$ cat src/rtl/core/fmjr_pkg.sv
`timescale 1ns / 1ps
// ----------------------------------------------------------------------------
// Feed motor jam recovery package
// Shared constants, codes and the command record that passes from the
// classifying front end to the setpoint back end.
// ----------------------------------------------------------------------------
package fmjr_pkg;

    localparam int WINDOW_LEN_DEF = 10;

    localparam int THR_W  = 15;
    localparam int TICKS_W = 8;
    localparam int STEP_W = 10;
    localparam int CNT_W  = 8;
    localparam int POS_W  = 32;
    localparam int ADV_W  = STEP_W + CNT_W;

    localparam logic [THR_W-1:0]   JAM_THRESHOLD_RST  = 15'd6000;
    localparam logic [TICKS_W-1:0] RECOVERY_TICKS_RST = 8'd25;
    localparam logic [STEP_W-1:0]  SLOT_STEP_RST      = 10'd18;
    localparam logic [STEP_W-1:0]  RETURN_STEP_RST    = 10'd9;

    localparam int QUEUE_DEPTH = 4;
    localparam int QPTR_W      = $clog2(QUEUE_DEPTH);
    localparam int QCNT_W      = $clog2(QUEUE_DEPTH + 1);

    typedef enum logic [1:0] {
        KIND_TICK  = 2'd0,
        KIND_BURST = 2'd1,
        KIND_SHOT  = 2'd2
    } kind_t;

    typedef enum logic [1:0] {
        REG_JAM_THRESHOLD  = 2'd0,
        REG_RECOVERY_TICKS = 2'd1,
        REG_SLOT_STEP      = 2'd2,
        REG_RETURN_STEP    = 2'd3
    } reg_index_t;

    typedef enum logic [1:0] {
        CMD_NONE    = 2'd0,
        CMD_TICK    = 2'd1,
        CMD_ADVANCE = 2'd2
    } cmd_op_t;

    typedef struct packed {
        cmd_op_t            op;
        logic               over;      // window magnitude above the jam limit
        logic               err_ok;    // position error under one slot
        logic [POS_W-1:0]   position;
        logic [ADV_W-1:0]   amount;
    } cmd_t;

    typedef struct packed {
        logic               valid;
        logic               full;
        logic [QCNT_W-1:0]  count;
    } queue_status_t;

    typedef struct packed {
        logic               jam;
        logic               out_valid;
    } back_status_t;

endpackage

$ cat src/rtl/core/fmjr_front.sv
`timescale 1ns / 1ps
// ----------------------------------------------------------------------------
// Feed motor jam recovery front end
// Keeps the current window and its running sum, tracks the single-shot
// trigger edge, and turns each accepted request into a command record.
// ----------------------------------------------------------------------------
module fmjr_front #(
    parameter int WINDOW_LEN = fmjr_pkg::WINDOW_LEN_DEF
) (
    input  logic                          aclk,
    input  logic                          aresetn,
    input  logic                          accept,
    input  logic [1:0]                    kind,
    input  logic signed [15:0]            motor_current,
    input  logic [fmjr_pkg::POS_W-1:0]    measured_position,
    input  logic [fmjr_pkg::POS_W-1:0]    position_error,
    input  logic [fmjr_pkg::CNT_W-1:0]    shot_count,
    input  logic                          trigger_level,
    input  logic [fmjr_pkg::THR_W-1:0]    jam_threshold,
    input  logic [fmjr_pkg::STEP_W-1:0]   slot_step,
    output fmjr_pkg::cmd_t                cmd
);

    localparam int SUM_W   = 16 + $clog2(WINDOW_LEN);
    localparam int LIMIT_W = fmjr_pkg::THR_W + $clog2(WINDOW_LEN);
    localparam int CMP_W   = ((SUM_W > LIMIT_W) ? SUM_W : LIMIT_W) + 1;

    logic signed [15:0]       win_reg [WINDOW_LEN];
    logic signed [SUM_W-1:0]  sum_reg;
    logic signed [SUM_W-1:0]  sum_next;
    logic                     single_en_reg;
    logic                     single_en_next;
    logic [SUM_W-1:0]         sum_mag;
    logic [LIMIT_W-1:0]       jam_limit;
    logic [fmjr_pkg::POS_W-1:0] err_mag;
    logic [fmjr_pkg::CNT_W-1:0] slots;
    logic                     is_tick;
    logic                     is_shot;

    assign is_tick = (kind == fmjr_pkg::KIND_TICK);
    assign is_shot = (kind == fmjr_pkg::KIND_SHOT);

    // Window sum after the new sample enters and the oldest one leaves.
    assign sum_next  = sum_reg - SUM_W'(win_reg[0]) + SUM_W'(motor_current);
    assign sum_mag   = sum_next[SUM_W-1] ? SUM_W'(-sum_next) : SUM_W'(sum_next);
    assign jam_limit = LIMIT_W'(jam_threshold) * LIMIT_W'(WINDOW_LEN);

    // The magnitude of the most negative error still fits as unsigned.
    assign err_mag = position_error[fmjr_pkg::POS_W-1] ? (-position_error) : position_error;

    always_comb begin
        single_en_next = single_en_reg;
        if (trigger_level && single_en_reg) begin
            single_en_next = 1'b0;
        end else if (!trigger_level) begin
            single_en_next = 1'b1;
        end
    end

    always_comb begin
        cmd.over     = CMP_W'(sum_mag) > CMP_W'(jam_limit);
        cmd.err_ok   = err_mag < fmjr_pkg::POS_W'(slot_step);
        cmd.position = measured_position;
        slots        = (kind == fmjr_pkg::KIND_BURST) ? shot_count : fmjr_pkg::CNT_W'(1);
        cmd.amount   = fmjr_pkg::ADV_W'(slot_step) * fmjr_pkg::ADV_W'(slots);
        unique case (fmjr_pkg::kind_t'(kind))
            fmjr_pkg::KIND_TICK:  cmd.op = fmjr_pkg::CMD_TICK;
            fmjr_pkg::KIND_BURST: cmd.op = fmjr_pkg::CMD_ADVANCE;
            fmjr_pkg::KIND_SHOT: begin
                cmd.op = (trigger_level && single_en_reg) ? fmjr_pkg::CMD_ADVANCE
                                                          : fmjr_pkg::CMD_NONE;
            end
            default:              cmd.op = fmjr_pkg::CMD_NONE;
        endcase
    end

    always_ff @(posedge aclk) begin
        if (!aresetn) begin
            for (int i = 0; i < WINDOW_LEN; i++) begin
                win_reg[i] <= '0;
            end
            sum_reg       <= '0;
            single_en_reg <= 1'b1;
        end else if (accept) begin
            if (is_tick) begin
                for (int i = 0; i < WINDOW_LEN - 1; i++) begin
                    win_reg[i] <= win_reg[i+1];
                end
                win_reg[WINDOW_LEN-1] <= motor_current;
                sum_reg               <= sum_next;
            end
            if (is_shot) begin
                single_en_reg <= single_en_next;
            end
        end
    end

endmodule

$ cat src/rtl/core/fmjr_queue.sv
`timescale 1ns / 1ps
// ----------------------------------------------------------------------------
// Feed motor jam recovery command queue
// A small first-in first-out buffer of command records between the front
// end and the back end.
// ----------------------------------------------------------------------------
module fmjr_queue (
    input  logic                     aclk,
    input  logic                     aresetn,
    input  logic                     push,
    input  fmjr_pkg::cmd_t           push_cmd,
    input  logic                     pop,
    output fmjr_pkg::cmd_t           head_cmd,
    output fmjr_pkg::queue_status_t  status
);

    fmjr_pkg::cmd_t                 entry_reg [fmjr_pkg::QUEUE_DEPTH];
    logic [fmjr_pkg::QPTR_W-1:0]    wr_ptr_reg;
    logic [fmjr_pkg::QPTR_W-1:0]    rd_ptr_reg;
    logic [fmjr_pkg::QCNT_W-1:0]    count_reg;
    logic [fmjr_pkg::QCNT_W-1:0]    count_next;

    assign head_cmd      = entry_reg[rd_ptr_reg];
    assign status.valid  = (count_reg != '0);
    assign status.full   = (count_reg == fmjr_pkg::QCNT_W'(fmjr_pkg::QUEUE_DEPTH));
    assign status.count  = count_reg;

    always_comb begin
        count_next = count_reg;
        if (push && !pop) begin
            count_next = count_reg + 1'b1;
        end else if (pop && !push) begin
            count_next = count_reg - 1'b1;
        end
    end

    always_ff @(posedge aclk) begin
        if (push) begin
            entry_reg[wr_ptr_reg] <= push_cmd;
        end
    end

    always_ff @(posedge aclk) begin
        if (!aresetn) begin
            wr_ptr_reg <= '0;
            rd_ptr_reg <= '0;
            count_reg  <= '0;
        end else begin
            if (push) begin
                wr_ptr_reg <= wr_ptr_reg + 1'b1;
            end
            if (pop) begin
                rd_ptr_reg <= rd_ptr_reg + 1'b1;
            end
            count_reg <= count_next;
        end
    end

endmodule

$ cat src/rtl/core/fmjr_back.sv
`timescale 1ns / 1ps
// ----------------------------------------------------------------------------
// Feed motor jam recovery back end
// Holds the jam flag, recovery timer and setpoint, executes one command per
// cycle while pop is high and loads the result into the output register.
// ----------------------------------------------------------------------------
module fmjr_back (
    input  logic                          aclk,
    input  logic                          aresetn,
    input  logic                          pop,
    input  fmjr_pkg::cmd_t                cmd,
    input  logic                          out_ready,
    input  logic [fmjr_pkg::TICKS_W-1:0]  recovery_ticks,
    input  logic [fmjr_pkg::STEP_W-1:0]   return_step,
    output logic [fmjr_pkg::POS_W-1:0]    target_position,
    output logic                          target_written,
    output logic                          jam_active,
    output fmjr_pkg::back_status_t        status
);

    logic                          jam_reg;
    logic                          jam_next;
    logic [fmjr_pkg::TICKS_W-1:0]  timer_reg;
    logic [fmjr_pkg::TICKS_W-1:0]  timer_next;
    logic [fmjr_pkg::POS_W-1:0]    setpoint_reg;
    logic [fmjr_pkg::POS_W-1:0]    setpoint_next;
    logic                          written_next;
    logic                          out_valid_reg;
    logic [fmjr_pkg::POS_W-1:0]    out_pos_reg;
    logic                          out_written_reg;
    logic                          out_jam_reg;

    always_comb begin
        jam_next      = jam_reg;
        timer_next    = timer_reg;
        setpoint_next = setpoint_reg;
        written_next  = 1'b0;
        unique case (cmd.op)
            fmjr_pkg::CMD_TICK: begin
                if (jam_reg) begin
                    if (timer_reg < recovery_ticks) begin
                        timer_next = timer_reg + 1'b1;
                    end else begin
                        timer_next    = '0;
                        jam_next      = 1'b0;
                        setpoint_next = setpoint_reg + fmjr_pkg::POS_W'(return_step);
                        written_next  = 1'b1;
                    end
                end else if (cmd.over) begin
                    setpoint_next = cmd.position - fmjr_pkg::POS_W'(return_step);
                    jam_next      = 1'b1;
                    written_next  = 1'b1;
                end
            end
            fmjr_pkg::CMD_ADVANCE: begin
                if (!jam_reg && cmd.err_ok) begin
                    setpoint_next = setpoint_reg + fmjr_pkg::POS_W'(cmd.amount);
                    written_next  = 1'b1;
                end
            end
            default: begin
            end
        endcase
    end

    always_ff @(posedge aclk) begin
        if (!aresetn) begin
            jam_reg       <= 1'b0;
            timer_reg     <= '0;
            setpoint_reg  <= '0;
            out_valid_reg <= 1'b0;
        end else if (pop) begin
            jam_reg       <= jam_next;
            timer_reg     <= timer_next;
            setpoint_reg  <= setpoint_next;
            out_valid_reg <= 1'b1;
        end else if (out_ready) begin
            out_valid_reg <= 1'b0;
        end
    end

    always_ff @(posedge aclk) begin
        if (pop) begin
            out_pos_reg     <= setpoint_next;
            out_written_reg <= written_next;
            out_jam_reg     <= jam_next;
        end
    end

    assign target_position  = out_pos_reg;
    assign target_written   = out_written_reg;
    assign jam_active       = out_jam_reg;
    assign status.jam       = jam_reg;
    assign status.out_valid = out_valid_reg;

endmodule

$ cat src/rtl/core/feed_motor_jam_recovery_unit.sv
`timescale 1ns / 1ps
// ----------------------------------------------------------------------------
// Feed motor jam recovery unit
// Jam detector on a moving window of motor current, with the position
// setpoint keeper for burst and single-shot feed requests.
// ----------------------------------------------------------------------------
// The unit takes one request per clock cycle while its command queue is not
// full and returns exactly one result per request, in order. A command passes
// from the classifying front end into the command queue, and the back end then
// loads its result into the output register that drives the master side. The
// back end updates the jam flag, recovery timer and setpoint together, so a new
// command can start every cycle while the output register is empty or taken;
// the four-entry command queue absorbs stalls on the master side, and the
// slave side only stalls when the queue is full.
// Configuration writes are meant for idle periods and take effect at once.
module feed_motor_jam_recovery_unit #(
    parameter int WINDOW_LEN = fmjr_pkg::WINDOW_LEN_DEF
) (
    input  logic         aclk,
    input  logic         aresetn,
    input  logic         s_axis_tvalid,
    output logic         s_axis_tready,
    // [15:0] motor_current, [47:16] measured_position, [79:48] position_error,
    // [87:80] shot_count, [88] trigger_level, [95:89] zero
    input  logic [95:0]  s_axis_tdata,
    // [1:0] kind
    input  logic [1:0]   s_axis_tuser,
    output logic         m_axis_tvalid,
    input  logic         m_axis_tready,
    // [31:0] target_position, [32] target_written, [33] jam_active, [39:34] zero
    output logic [39:0]  m_axis_tdata,
    input  logic         cfg_we,
    input  logic [1:0]   cfg_addr,
    input  logic [14:0]  cfg_wdata
);

    logic [fmjr_pkg::THR_W-1:0]    jam_threshold_reg;
    logic [fmjr_pkg::TICKS_W-1:0]  recovery_ticks_reg;
    logic [fmjr_pkg::STEP_W-1:0]   slot_step_reg;
    logic [fmjr_pkg::STEP_W-1:0]   return_step_reg;

    fmjr_pkg::cmd_t                front_cmd;
    fmjr_pkg::cmd_t                head_cmd;
    fmjr_pkg::queue_status_t       q_status;
    fmjr_pkg::back_status_t        b_status;
    logic                          accept;
    logic                          pop;
    logic [fmjr_pkg::POS_W-1:0]    target_position;
    logic                          target_written;
    logic                          jam_active;

    always_ff @(posedge aclk) begin
        if (!aresetn) begin
            jam_threshold_reg  <= fmjr_pkg::JAM_THRESHOLD_RST;
            recovery_ticks_reg <= fmjr_pkg::RECOVERY_TICKS_RST;
            slot_step_reg      <= fmjr_pkg::SLOT_STEP_RST;
            return_step_reg    <= fmjr_pkg::RETURN_STEP_RST;
        end else if (cfg_we) begin
            unique case (fmjr_pkg::reg_index_t'(cfg_addr))
                fmjr_pkg::REG_JAM_THRESHOLD:  jam_threshold_reg  <= cfg_wdata;
                fmjr_pkg::REG_RECOVERY_TICKS: recovery_ticks_reg <= cfg_wdata[7:0];
                fmjr_pkg::REG_SLOT_STEP:      slot_step_reg      <= cfg_wdata[9:0];
                fmjr_pkg::REG_RETURN_STEP:    return_step_reg    <= cfg_wdata[9:0];
                default: begin
                end
            endcase
        end
    end

    assign s_axis_tready = !q_status.full;
    assign accept        = s_axis_tvalid && s_axis_tready;
    assign pop           = q_status.valid && (!b_status.out_valid || m_axis_tready);

    fmjr_front #(
        .WINDOW_LEN (WINDOW_LEN)
    ) u_front (
        .aclk              (aclk),
        .aresetn           (aresetn),
        .accept            (accept),
        .kind              (s_axis_tuser),
        .motor_current     (s_axis_tdata[15:0]),
        .measured_position (s_axis_tdata[47:16]),
        .position_error    (s_axis_tdata[79:48]),
        .shot_count        (s_axis_tdata[87:80]),
        .trigger_level     (s_axis_tdata[88]),
        .jam_threshold     (jam_threshold_reg),
        .slot_step         (slot_step_reg),
        .cmd               (front_cmd)
    );

    fmjr_queue u_queue (
        .aclk     (aclk),
        .aresetn  (aresetn),
        .push     (accept),
        .push_cmd (front_cmd),
        .pop      (pop),
        .head_cmd (head_cmd),
        .status   (q_status)
    );

    fmjr_back u_back (
        .aclk            (aclk),
        .aresetn         (aresetn),
        .pop             (pop),
        .cmd             (head_cmd),
        .out_ready       (m_axis_tready),
        .recovery_ticks  (recovery_ticks_reg),
        .return_step     (return_step_reg),
        .target_position (target_position),
        .target_written  (target_written),
        .jam_active      (jam_active),
        .status          (b_status)
    );

    assign m_axis_tvalid = b_status.out_valid;
    assign m_axis_tdata  = {6'b0, jam_active, target_written, target_position};

    // The queue fill level follows the request and command traffic exactly.
    a_queue_count: assert property (@(posedge aclk) disable iff (!aresetn)
        $past(aresetn) |->
        (q_status.count == $past(q_status.count) + fmjr_pkg::QCNT_W'($past(accept))
                           - fmjr_pkg::QCNT_W'($past(pop))))
        else $error("command queue count out of step with push and pop");

    // A result waiting on the master side is never overwritten.
    a_no_overwrite: assert property (@(posedge aclk) disable iff (!aresetn)
        (b_status.out_valid && !m_axis_tready) |-> !pop)
        else $error("command executed while the output register was held");

    // The jam flag only moves when a command is executed.
    a_jam_on_pop: assert property (@(posedge aclk) disable iff (!aresetn)
        ($past(aresetn) && (b_status.jam != $past(b_status.jam))) |-> $past(pop))
        else $error("jam flag changed without a command");

    // A result that reports a new jam always carries a setpoint write.
    a_jam_written: assert property (@(posedge aclk) disable iff (!aresetn)
        ($past(aresetn) && $rose(b_status.jam)) |-> (m_axis_tvalid && target_written))
        else $error("jam entry without a setpoint write");

endmodule

$ cat config.mk
export PLATFORM = sky130hd
export DESIGN_NAME = feed_motor_jam_recovery_unit
export DESIGN_NICKNAME = d
export VERILOG_FILES = /design/src/rtl/core/fmjr_pkg.sv /design/src/rtl/core/fmjr_front.sv /design/src/rtl/core/fmjr_queue.sv /design/src/rtl/core/fmjr_back.sv /design/src/rtl/core/feed_motor_jam_recovery_unit.sv
export SDC_FILE = /design/constraint.sdc
export NUM_CORES = 1
export LEC_CHECK = 0
export BUFFER_PORTS_ARGS = -buffer_cell sky130_fd_sc_hd__buf_2
export CORE_UTILIZATION = 48
export CTS_BUF_LIST = sky130_fd_sc_hd__clkbuf_16
export CTS_CLUSTER_DIAMETER = 150
export DETAILED_ROUTE_END_ITERATION = 7
export PLACE_DENSITY_LB_ADDON = 0.3
export SYNTH_ARGS = -nofsm -noshare
export SYNTH_HDL_FRONTEND = slang
export SYNTH_SLANG_ARGS = --single-unit
$ cat constraint.sdc
create_clock -name aclk -period 6.07 [get_ports aclk]
set_clock_uncertainty 0.2 [all_clocks]
set_input_delay 0 -clock aclk [delete_from_list [all_inputs] [get_ports aclk]]
set_output_delay 0 -clock aclk [all_outputs]
set_load 0.005 [all_outputs]
# Word-level counts from Yosys, hierarchy flattened
# Memories as Yosys holds them, arrays and structs flattened. A register that Yosys moved wholly into a read port is not among the register bits.
# Cells that the tools add are included.
[word_totals]
mem_count = 2
ff_bits = 147
romBits = 0
latchBits = 0
output_inout_bits = 42
mem_bits_rw = 376
wordCells = 122
[memory_table]
columns = ["name", "words", "width", "rd", "rd_ports_with_merged_regs", "wr", "line", "rtl"]
rows = [
  ["u_queue.entry_reg", 4, 54, 1, 1, 1, "fmjr_queue.sv:17", "fmjr_pkg::cmd_t entry_reg [fmjr_pkg::QUEUE_DEPTH];"],
  ["u_front.win_reg", 10, 16, 10, 0, 10, "fmjr_front.sv:28", "logic signed [15:0] win_reg [WINDOW_LEN];"],
]
[op_classes]
shifts = 0
muxes = 44
magnitude_cmp = 3
n_mul = 2
div_mod_pow = 0
n_bitwise = 10
eq_ne = 9
add_sub_neg = 12
n_reduce_logical = 24
[ops]
columns = ["operator", "n"]
rows = [
  ["16-bit 2-to-1 mux", 10],
  ["32-bit 2-to-1 mux", 5],
  ["32-bit one-hot mux with 2 select lines", 1],
  ["32-bit by 10-bit adder with 32-bit output", 1],
  ["32-bit by 18-bit adder with 32-bit output", 1],
  ["32-bit by 10-bit < comparator with 1-bit output", 1],
  ["32-bit negation", 1],
  ["32-bit by 10-bit subtractor with 32-bit output", 1],
  ["20-bit by 16-bit adder with 20-bit output", 1],
  ["20-bit by 19-bit greater-than comparator with 1-bit output", 1],
  ["20-bit 2-to-1 mux", 1],
  ["20-bit negation", 1],
  ["20-bit by 16-bit subtractor with 20-bit output", 1],
  ["10-bit by 8-bit multiplier with 18-bit output", 1],
  ["15-bit by 3-bit multiplier with 18-bit output (second input constant)", 1],
  ["1-bit 2-to-1 mux", 18],
  ["8-bit 2-to-1 mux", 2],
  ["1-bit bitwise OR", 10],
  ["2-bit AND reduction", 5],
  ["8-bit by 1-bit adder with 8-bit output (second input constant)", 1],
  ["2-bit == test (second input constant)", 4],
  ["8-bit < comparator", 1],
  ["2-bit by 1-bit == test with 1-bit output (second input constant)", 3],
  ["1-bit logical AND", 6],
  ["other kinds (15)", 26],
]

# Depth between registers and ports, before layout
# Gate-level depths: netlist (run 1).
[logic_depth]
ltp_word = 7
depth_mapped = 24
mapped_depth_nobuf = 24

# Cells and area by module
# From an unflattened synthesis (run 1), not the netlist that was laid out.
[hier_totals]
hier_cells = 2734
hier_area_um2 = 30681.9
[modules_own_cells]
columns = ["mod", "area_each_um2", "cells_per_inst", "seq_area_each_um2", "instances"]
rows = [
  ["fmjr_front", 13327.8, 1307, 5225.0, 1],
  ["fmjr_queue", 8305.5, 325, 6666.4, 1],
  ["fmjr_back", 7214.4, 916, 1861.8, 1],
  ["feed_motor_jam_recovery_unit", 1834.3, 186, 860.8, 1],
]

# Least setup slack after synthesis (run 1)
# OpenSTA, ideal clock, no wires.
[synth_path]
path_kind = "register to register"
start = "register u_queue.count_reg[0] in the netlist's numbering"
end = "memory u_front.win_reg[0][0], enable pin"
t_arrival_ns = 5.666
required_time_ns = 5.281
synth_period_minus_slack_ns = 6.454
path_stages_with_launch = 8
n_path_buf = 2
setup_slack_ns = -0.384
path_cell_list = "dfxtp_1 nor2_1 nand2_1 and2_1 clkbuf_1 a21oi_1 inv_1 clkbuf_1"
[synth_lines]
columns = ["item", "line", "rtl"]
rows = [
  ["start, declared", "fmjr_queue.sv:20", "logic [fmjr_pkg::QCNT_W-1:0] count_reg;"],
  ["start signal, assigned", "fmjr_queue.sv:55", "count_reg <= count_next;"],
  ["end, declared", "fmjr_front.sv:28", ""],
]

==> flow_summary.json, run 1 <==
{
  "layout-area-overhead-vs-synth_pct": 16.0,
  "drtAntennaViolNets": 0,
  "fin_nets": 3340,
  "synth_ff_type": "edfxtp_1",
  "relSlewSlack_pct": 19.9,
  "tightestPinTransition_ns": 1.20,
  "synth_top_cell_area_share_pct": 41.1,
  "r2r_slack_ns": 0.61,
  "io_pins": 162,
  "fp.coreArea_mm2": 0.0617,
  "period_share_pct": 90.0,
  "setup_tns_ns": 0,
  "p_leak_nw": 14.0,
  "num-fill-cells": 5157,
  "clock_latency_ns": 0.65,
  "fp-row-count": 91,
  "synth.most_common_cell": "edfxtp_1",
  "place_congestion": 0.913,
  "post-route-drc-count": 0,
  "largest_register_ffs": 216,
  "status": "complete, no violations",
  "post-cts-setup-buffers": 0,
  "drtIter0Drc": 1641,
  "ys_seq_area_share_pct": 48.8,
  "hold_violations": 0,
  "p_per_area_mw_per_mm2": 393,
  "p_clk_share_pct": 23.4,
  "setup_viol": 0,
  "swShare_pct": 38.4,
  "num_vias": 21900,
  "fmax_mhz": 183,
  "drv_cap": 0,
  "fp.dieW_um": 252,
  "die_h_um": 252,
  "hp-start": "s_axis_tdata[81]",
  "cts.sinks": 525,
  "power_w": 0.0137,
  "wl_per_cell_um": 19.7,
  "cp-start-kind": "flip-flop",
  "synth_common_cells": "edfxtp_1, nand2_1, inv_1, ha_1, nor2_1",
  "crit_arrival_ns": 5.62,
  "hold_buffers": 145,
  "reg2reg_to": "u_queue.entry_reg[2][51]",
  "period_minus_slack_ns": 5.46,
  "r2r_start": "u_front.win_reg[0][3]",
  "endpoint_kind": "flip-flop",
  "first_global_vias": 21600,
  "synth_edf_count": 410,
  "port_buffers": 148,
  "ys_ff_latch": 525,
  "synth_area_mm2": 0.0300,
  "min_to": "u_queue.entry_reg[2][2]",
  "firstDrtPassIters": 6,
  "p_switching_w": 0.00525,
  "min_path_type": "primary input to flip-flop",
  "setup_ws_ns": 0.607,
  "cts-root-buf": "clkbuf_16",
  "grtUsageTotal_pct": 24.0,
  "r2r_cells": 22,
  "yosysWarningCount": 0,
  "synth_cell_type_count": 94,
  "synth_area_leader_cell": "edfxtp_1",
  "avgViaCountPerCell": 5.68,
  "clock_path_buffers": 3,
  "grt_first_pass_wirelength_um": 119000,
  "numCtsBuffers": 54,
  "synthCells": 2717,
  "seqPwrFrac_pct": 35.2,
  "pre_cts_slack_ns": 0.615,
  "drt-total-wl_um": 76100,
  "cts_tree": "done",
  "crit_type": "flip-flop to flip-flop",
  "syn_avg_cell_area_um2": 11.0,
  "slew_viol_final": 0,
  "antenna_found_initial": 4,
  "crit_fanout": 10,
  "drive_gt1_share_pct": 12.2,
  "intPower_w": 0.00842,
  "ir_worst_vdd_mv": 0.264,
  "grt.overflow.total": 0,
  "async_reset_ff_share_pct": 0,
  "grt_max_degree": 117,
  "combPwrFrac_pct": 41.4,
  "htreeDepth": 2,
  "cts.clk_slew.worst_paths_ns": 0.06,
  "crit_required_ns": 6.23,
  "cts_resized": 0,
  "hpwl_um": 52000,
  "hold_path_depth": 4,
  "rsz0062_at_grt": "false",
  "start_util_pct": 48.6,
  "synthTopCellsByArea": "edfxtp_1, dfxtp_1, ha_1",
  "fp.dieArea_mm2": 0.0634
}
how the worst max path moves through the flow:
stage	from	to	cells past startpoint
floorplan	u_front.win_reg[0][4]	u_queue.entry_reg[0][51]	22
global placement	u_front.win_reg[0][4]	u_queue.entry_reg[2][51]	22
detailed placement	u_front.win_reg[0][3]	u_queue.entry_reg[2][51]	22
CTS	u_front.win_reg[0][3]	u_queue.entry_reg[2][51]	22
global route	u_front.win_reg[0][3]	u_queue.entry_reg[1][51]	22
finish	u_front.win_reg[0][3]	u_queue.entry_reg[2][51]	22
cell usage in the layout (no fill, tap or decap), types with 72 or more instances in the layout:
master	netlist	final
inv_1	207	220
ha_1	167	167
edfxtp_1	410	410
nand2_1	226	226
nor2_1	165	165
xnor2_1	74	74
buf_2	5	148
o21ai_0	110	110
a21oi_1	128	128
and2_1	155	155
dlygate4sd3_1	0	145
dfxtp_1	115	113
fa_1	72	72
cell type report:
type | count | area [um2] | share of cell area, %
inverters | 210 | 793 | 2.28
clock inverters | 46 | 358 | 1.03
well taps | 837 | 1050 | 3.01
clock buffers | 54 | 1350 | 3.89
diodes | 2 | 5.00 | 0.0144
flip-flops and latches | 525 | 14600 | 42.0
repair buffers | 337 | 2530 | 7.29
multi-input cells | 1853 | 14100 | 40.4
power groups by stage:
stage          clock, W  combinational, W  sequential [W]
2_1_floorplan         0           0.00391         0.00473
3_3_place_gp          0           0.00533         0.00485
3_5_place_dp          0           0.00547         0.00488
4_1_cts         0.00325           0.00557         0.00480
5_1_grt         0.00339           0.00617         0.00486
6_report        0.00319           0.00566         0.00481
routing by layer:
layer  vias to the layer above  routed length, um  part of all wire (%)  GRT usage [%]
li1                      10300                  -                     -              -
met1                     10800              35000                    46           34.3
met2                       699              34400                    45           38.1
met3                       136               4680                   6.1           3.40
met4                         4               1990                   2.6           6.86
met5                         -                 21                 0.028              0
per-stage QoR:
stage | utilization [%] | hold slack [ns] | instances | area (um2)
floorplan | - | -0.101 | 2722 | 30000
global route | 56.3 | 0.0817 | 3864 | 34800
CTS | 56.3 | 0.0227 | 3862 | 34800
detailed placement | 51.2 | 0.0198 | 3617 | 31600
global placement | 51.2 | 0.0100 | 3617 | 31600
finish | 56.3 | 0.0643 | 3864 | 34800
critical path: stages, from the launching register on:
cell	delay, ns
edfxtp_1	0.38
fa_1	0.49
inv_1	0.04
ha_1	0.35
and3_1	0.20
a22o_1	0.17
o211ai_1	0.10
buf_4	0.17
o21ai_0	0.25
o22ai_1	0.13
xnor2_1	0.61
nor2_1	0.14
xor2_1	0.18
ha_1	0.33
a21o_1	0.18
a21o_1	0.18
a21o_1	0.17
a21oi_1	0.16
o221ai_1	0.15
nand4_1	0.11
a21boi_0	0.08
o31ai_1	0.22
o41ai_1	0.20
logic make-up after synthesis:
| family | Yosys count | synth area share (%) |
|---|---|---|
| flops | 525 | 48.8 |
| other cells | 1 | 0.0125 |
| mux | 78 | 4.81 |
| compound gates | 525 | 11.3 |
| simple gates | 873 | 15.0 |
| fa+ha+maj | 239 | 11.8 |
| buf+inv | 344 | 4.47 |
| xor+xnor | 132 | 3.86 |
No activity file was read; power rests on OpenSTA's default activity.
==> run 2: changes to the inputs <==
- CORE_UTILIZATION: 48 -> 44
- clock period: 6.07 -> 6.75 ns (I/O delays scaled with it)
==> flow_summary.json, run 2 (synthesis gave the netlist of run 1 again) <==
{
  "status": "complete, no violations",
  "fin_cells": 3873,
  "firstDrtPassIters": 6,
  "crit_type": "flip-flop to flip-flop",
  "drt-total-wl_um": 76000,
  "dp_cells": 3638,
  "min_path_type": "primary input to flip-flop",
  "die_h_um": 263,
  "hp-start": "cfg_wdata[9]",
  "grtUsageTotal_pct": 21.8,
  "first_global_vias": 21500,
  "dr_wl_met3_um": 4260,
  "place_congestion": 0.949,
  "fin_nets": 3317,
  "cts_resized": 0,
  "rsz0062_at_grt": "false",
  "period_minus_slack_ns": 5.75,
  "clock_path_buffers": 3,
  "fp.coreArea_mm2": 0.0673,
  "setup_tns_ns": 0,
  "endpoint_kind": "flip-flop",
  "crit_required_ns": 6.88,
  "grt_max_degree": 114,
  "start_util_pct": 44.5,
  "fmax_mhz": 174,
  "critPathMostFrequentCell": "a21oi_1",
  "final_cell_mix": "edfxtp_1, nand2_1, inv_1",
  "fp.dieW_um": 263,
  "worstSetupStartpoint": "u_front.sum_reg[5]",
  "setup_viol": 0,
  "final_common_cell": "edfxtp_1",
  "hold_violations": 0,
  "critical-path-top-delay-family": "simple AND/OR/NAND/NOR gates",
  "htreeDepth": 2,
  "slew_viol_final": 0,
  "num-fill-cells": 5787,
  "drtAntennaViolNets": 0,
  "post-route-drc-count": 0,
  "final_core_util_pct": 51.4,
  "io_pins": 162,
  "numCtsBuffers": 53,
  "path_cells": "inv_1 -> fa_1 -> inv_1 -> ha_1 -> or3_1 -> or3_1 -> o211ai_1 -> xor2_1 -> nand3b_1 -> nor4_1 -> a21oi_1 -> xor2_1 -> ha_1 -> a21oi_1 -> nor2b_1 -> o21ai_0 -> nand2b_1 -> a21oi_1 -> a21boi_0 -> o31ai_1 -> o41ai_1",
  "cts_tree": "done",
  "fp-row-count": 95,
  "fp.dieArea_mm2": 0.0692,
  "tightestPinTransition_ns": 1.03,
  "clock_latency_ns": 0.63,
  "cp-start-kind": "flip-flop",
  "port_buffers": 148,
  "layout-area-overhead-vs-synth_pct": 15.4,
  "largest_register_ffs": 216,
  "hpwl_um": 51700,
  "met1_length_um": 34500,
  "p_leak_nw": 13.8,
  "crit_arrival_ns": 5.89,
  "drv_cap": 0,
  "drive_gt1_share_pct": 11.5,
  "crit_fanout": 7,
  "num_vias": 21800,
  "worstPathBufferInverterCount": 2,
  "relSlewSlack_pct": 29.5,
  "cts.sinks": 525,
  "cts.clk_slew.worst_paths_ns": 0.06,
  "grt_first_pass_wirelength_um": 119000,
  "wl_per_cell_um": 19.6,
  "p_per_area_mw_per_mm2": 351,
  "period_share_pct": 85.3,
  "r2r_start": "u_front.sum_reg[5]",
  "avgViaCountPerCell": 5.62,
  "drtIter0Drc": 1825,
  "grt.overflow.total": 0,
  "ir_worst_vdd_mv": 0.223,
  "antenna_found_initial": 3,
  "cts-root-buf": "clkbuf_16",
  "top_layer": "met5",
  "slowest_delay_ns": 0.59,
  "met2_length_um": 34900,
  "critPathSlowestCell": "nor4_1"
}
==> run 2: changes by cell type in the layout (fill, tap and decap cells not counted), moves of 2 or more <==
| cell | delta |
|---|---|
| buf_4 | -15 |
| dlygate4sd3_1 | -7 |
| inv_1 | +2 |
| inv_6 | -4 |
==> run 2: report_power, final <==
part | internal [W] | leakage, nW | switching, W
registers | 0.00404 | 4.95 | 0.000328
clock network | 0.00155 | 0.864 | 0.00125
logic | 0.00189 | 8.03 | 0.00308
==> run 2: worst paths after layout <==
check	endpoint	slack, ns	depth (start not counted)
worst max-delay path	u_queue.entry_reg[2][51]	1.0	21
worst min-delay path	return_step_reg[9]	0.03	4
worst max register to register	u_queue.entry_reg[2][51]	1.0	21
worst min register to register	u_front.sum_reg[19]	0.28	2
==> run 2: per-layer routing <==
| metal | up-vias | GRT usage [%] |
|---|---|---|
| met5 | - | 0 |
| met4 | 4 | 6.64 |
| met3 | 141 | 3.02 |
| met2 | 696 | 35.3 |
| met1 | 10600 | 30.4 |
| li1 | 10300 | - |
==> run 2: tightest hold or removal path: cells and delay by family <==
family	cells	cell delay (ns)
simple gates	1	0.06
buf+inv	2	0.69
compound gates	1	0.05
==> run 2: area by class of cell <==
cell class              instances  area, um2  share of cell area, %
flip-flops and latches        525      14600                   42.3
multi-input cells            1853      14100                   40.7
repair buffers                315       2350                   6.80
clock buffers                  53       1330                   3.84
well taps                     873       1090                   3.16
inverters                     210        793                   2.29
clock inverters                43        330                  0.955
diodes                          1       2.50                0.00724
==> run 2: metrics by stage <==
stage / total power [W] / cell area [um2] / worst slack [ns] / hold slack, ns
after floorplan: 0.00778 / 30000 / 0.296 / -0.101
after global placement: 0.00911 / 31500 / 1.16 / 0.0101
after detailed placement: 0.00925 / 31500 / 1.00 / 0.0183
after CTS: 0.0121 / 34600 / 0.972 / 0.00490
after global routing: 0.0128 / 34600 / 0.488 / 0.0349
final: 0.0121 / 34600 / 0.995 / 0.0267
==> run 2: timing repair <==
| action | CTS | global route |
|---|---|---|
| buffers inserted | 0 | 0 |
| endpoints found under the hold margin | 299 | 0 |
| hold buffers | 138 | 0 |
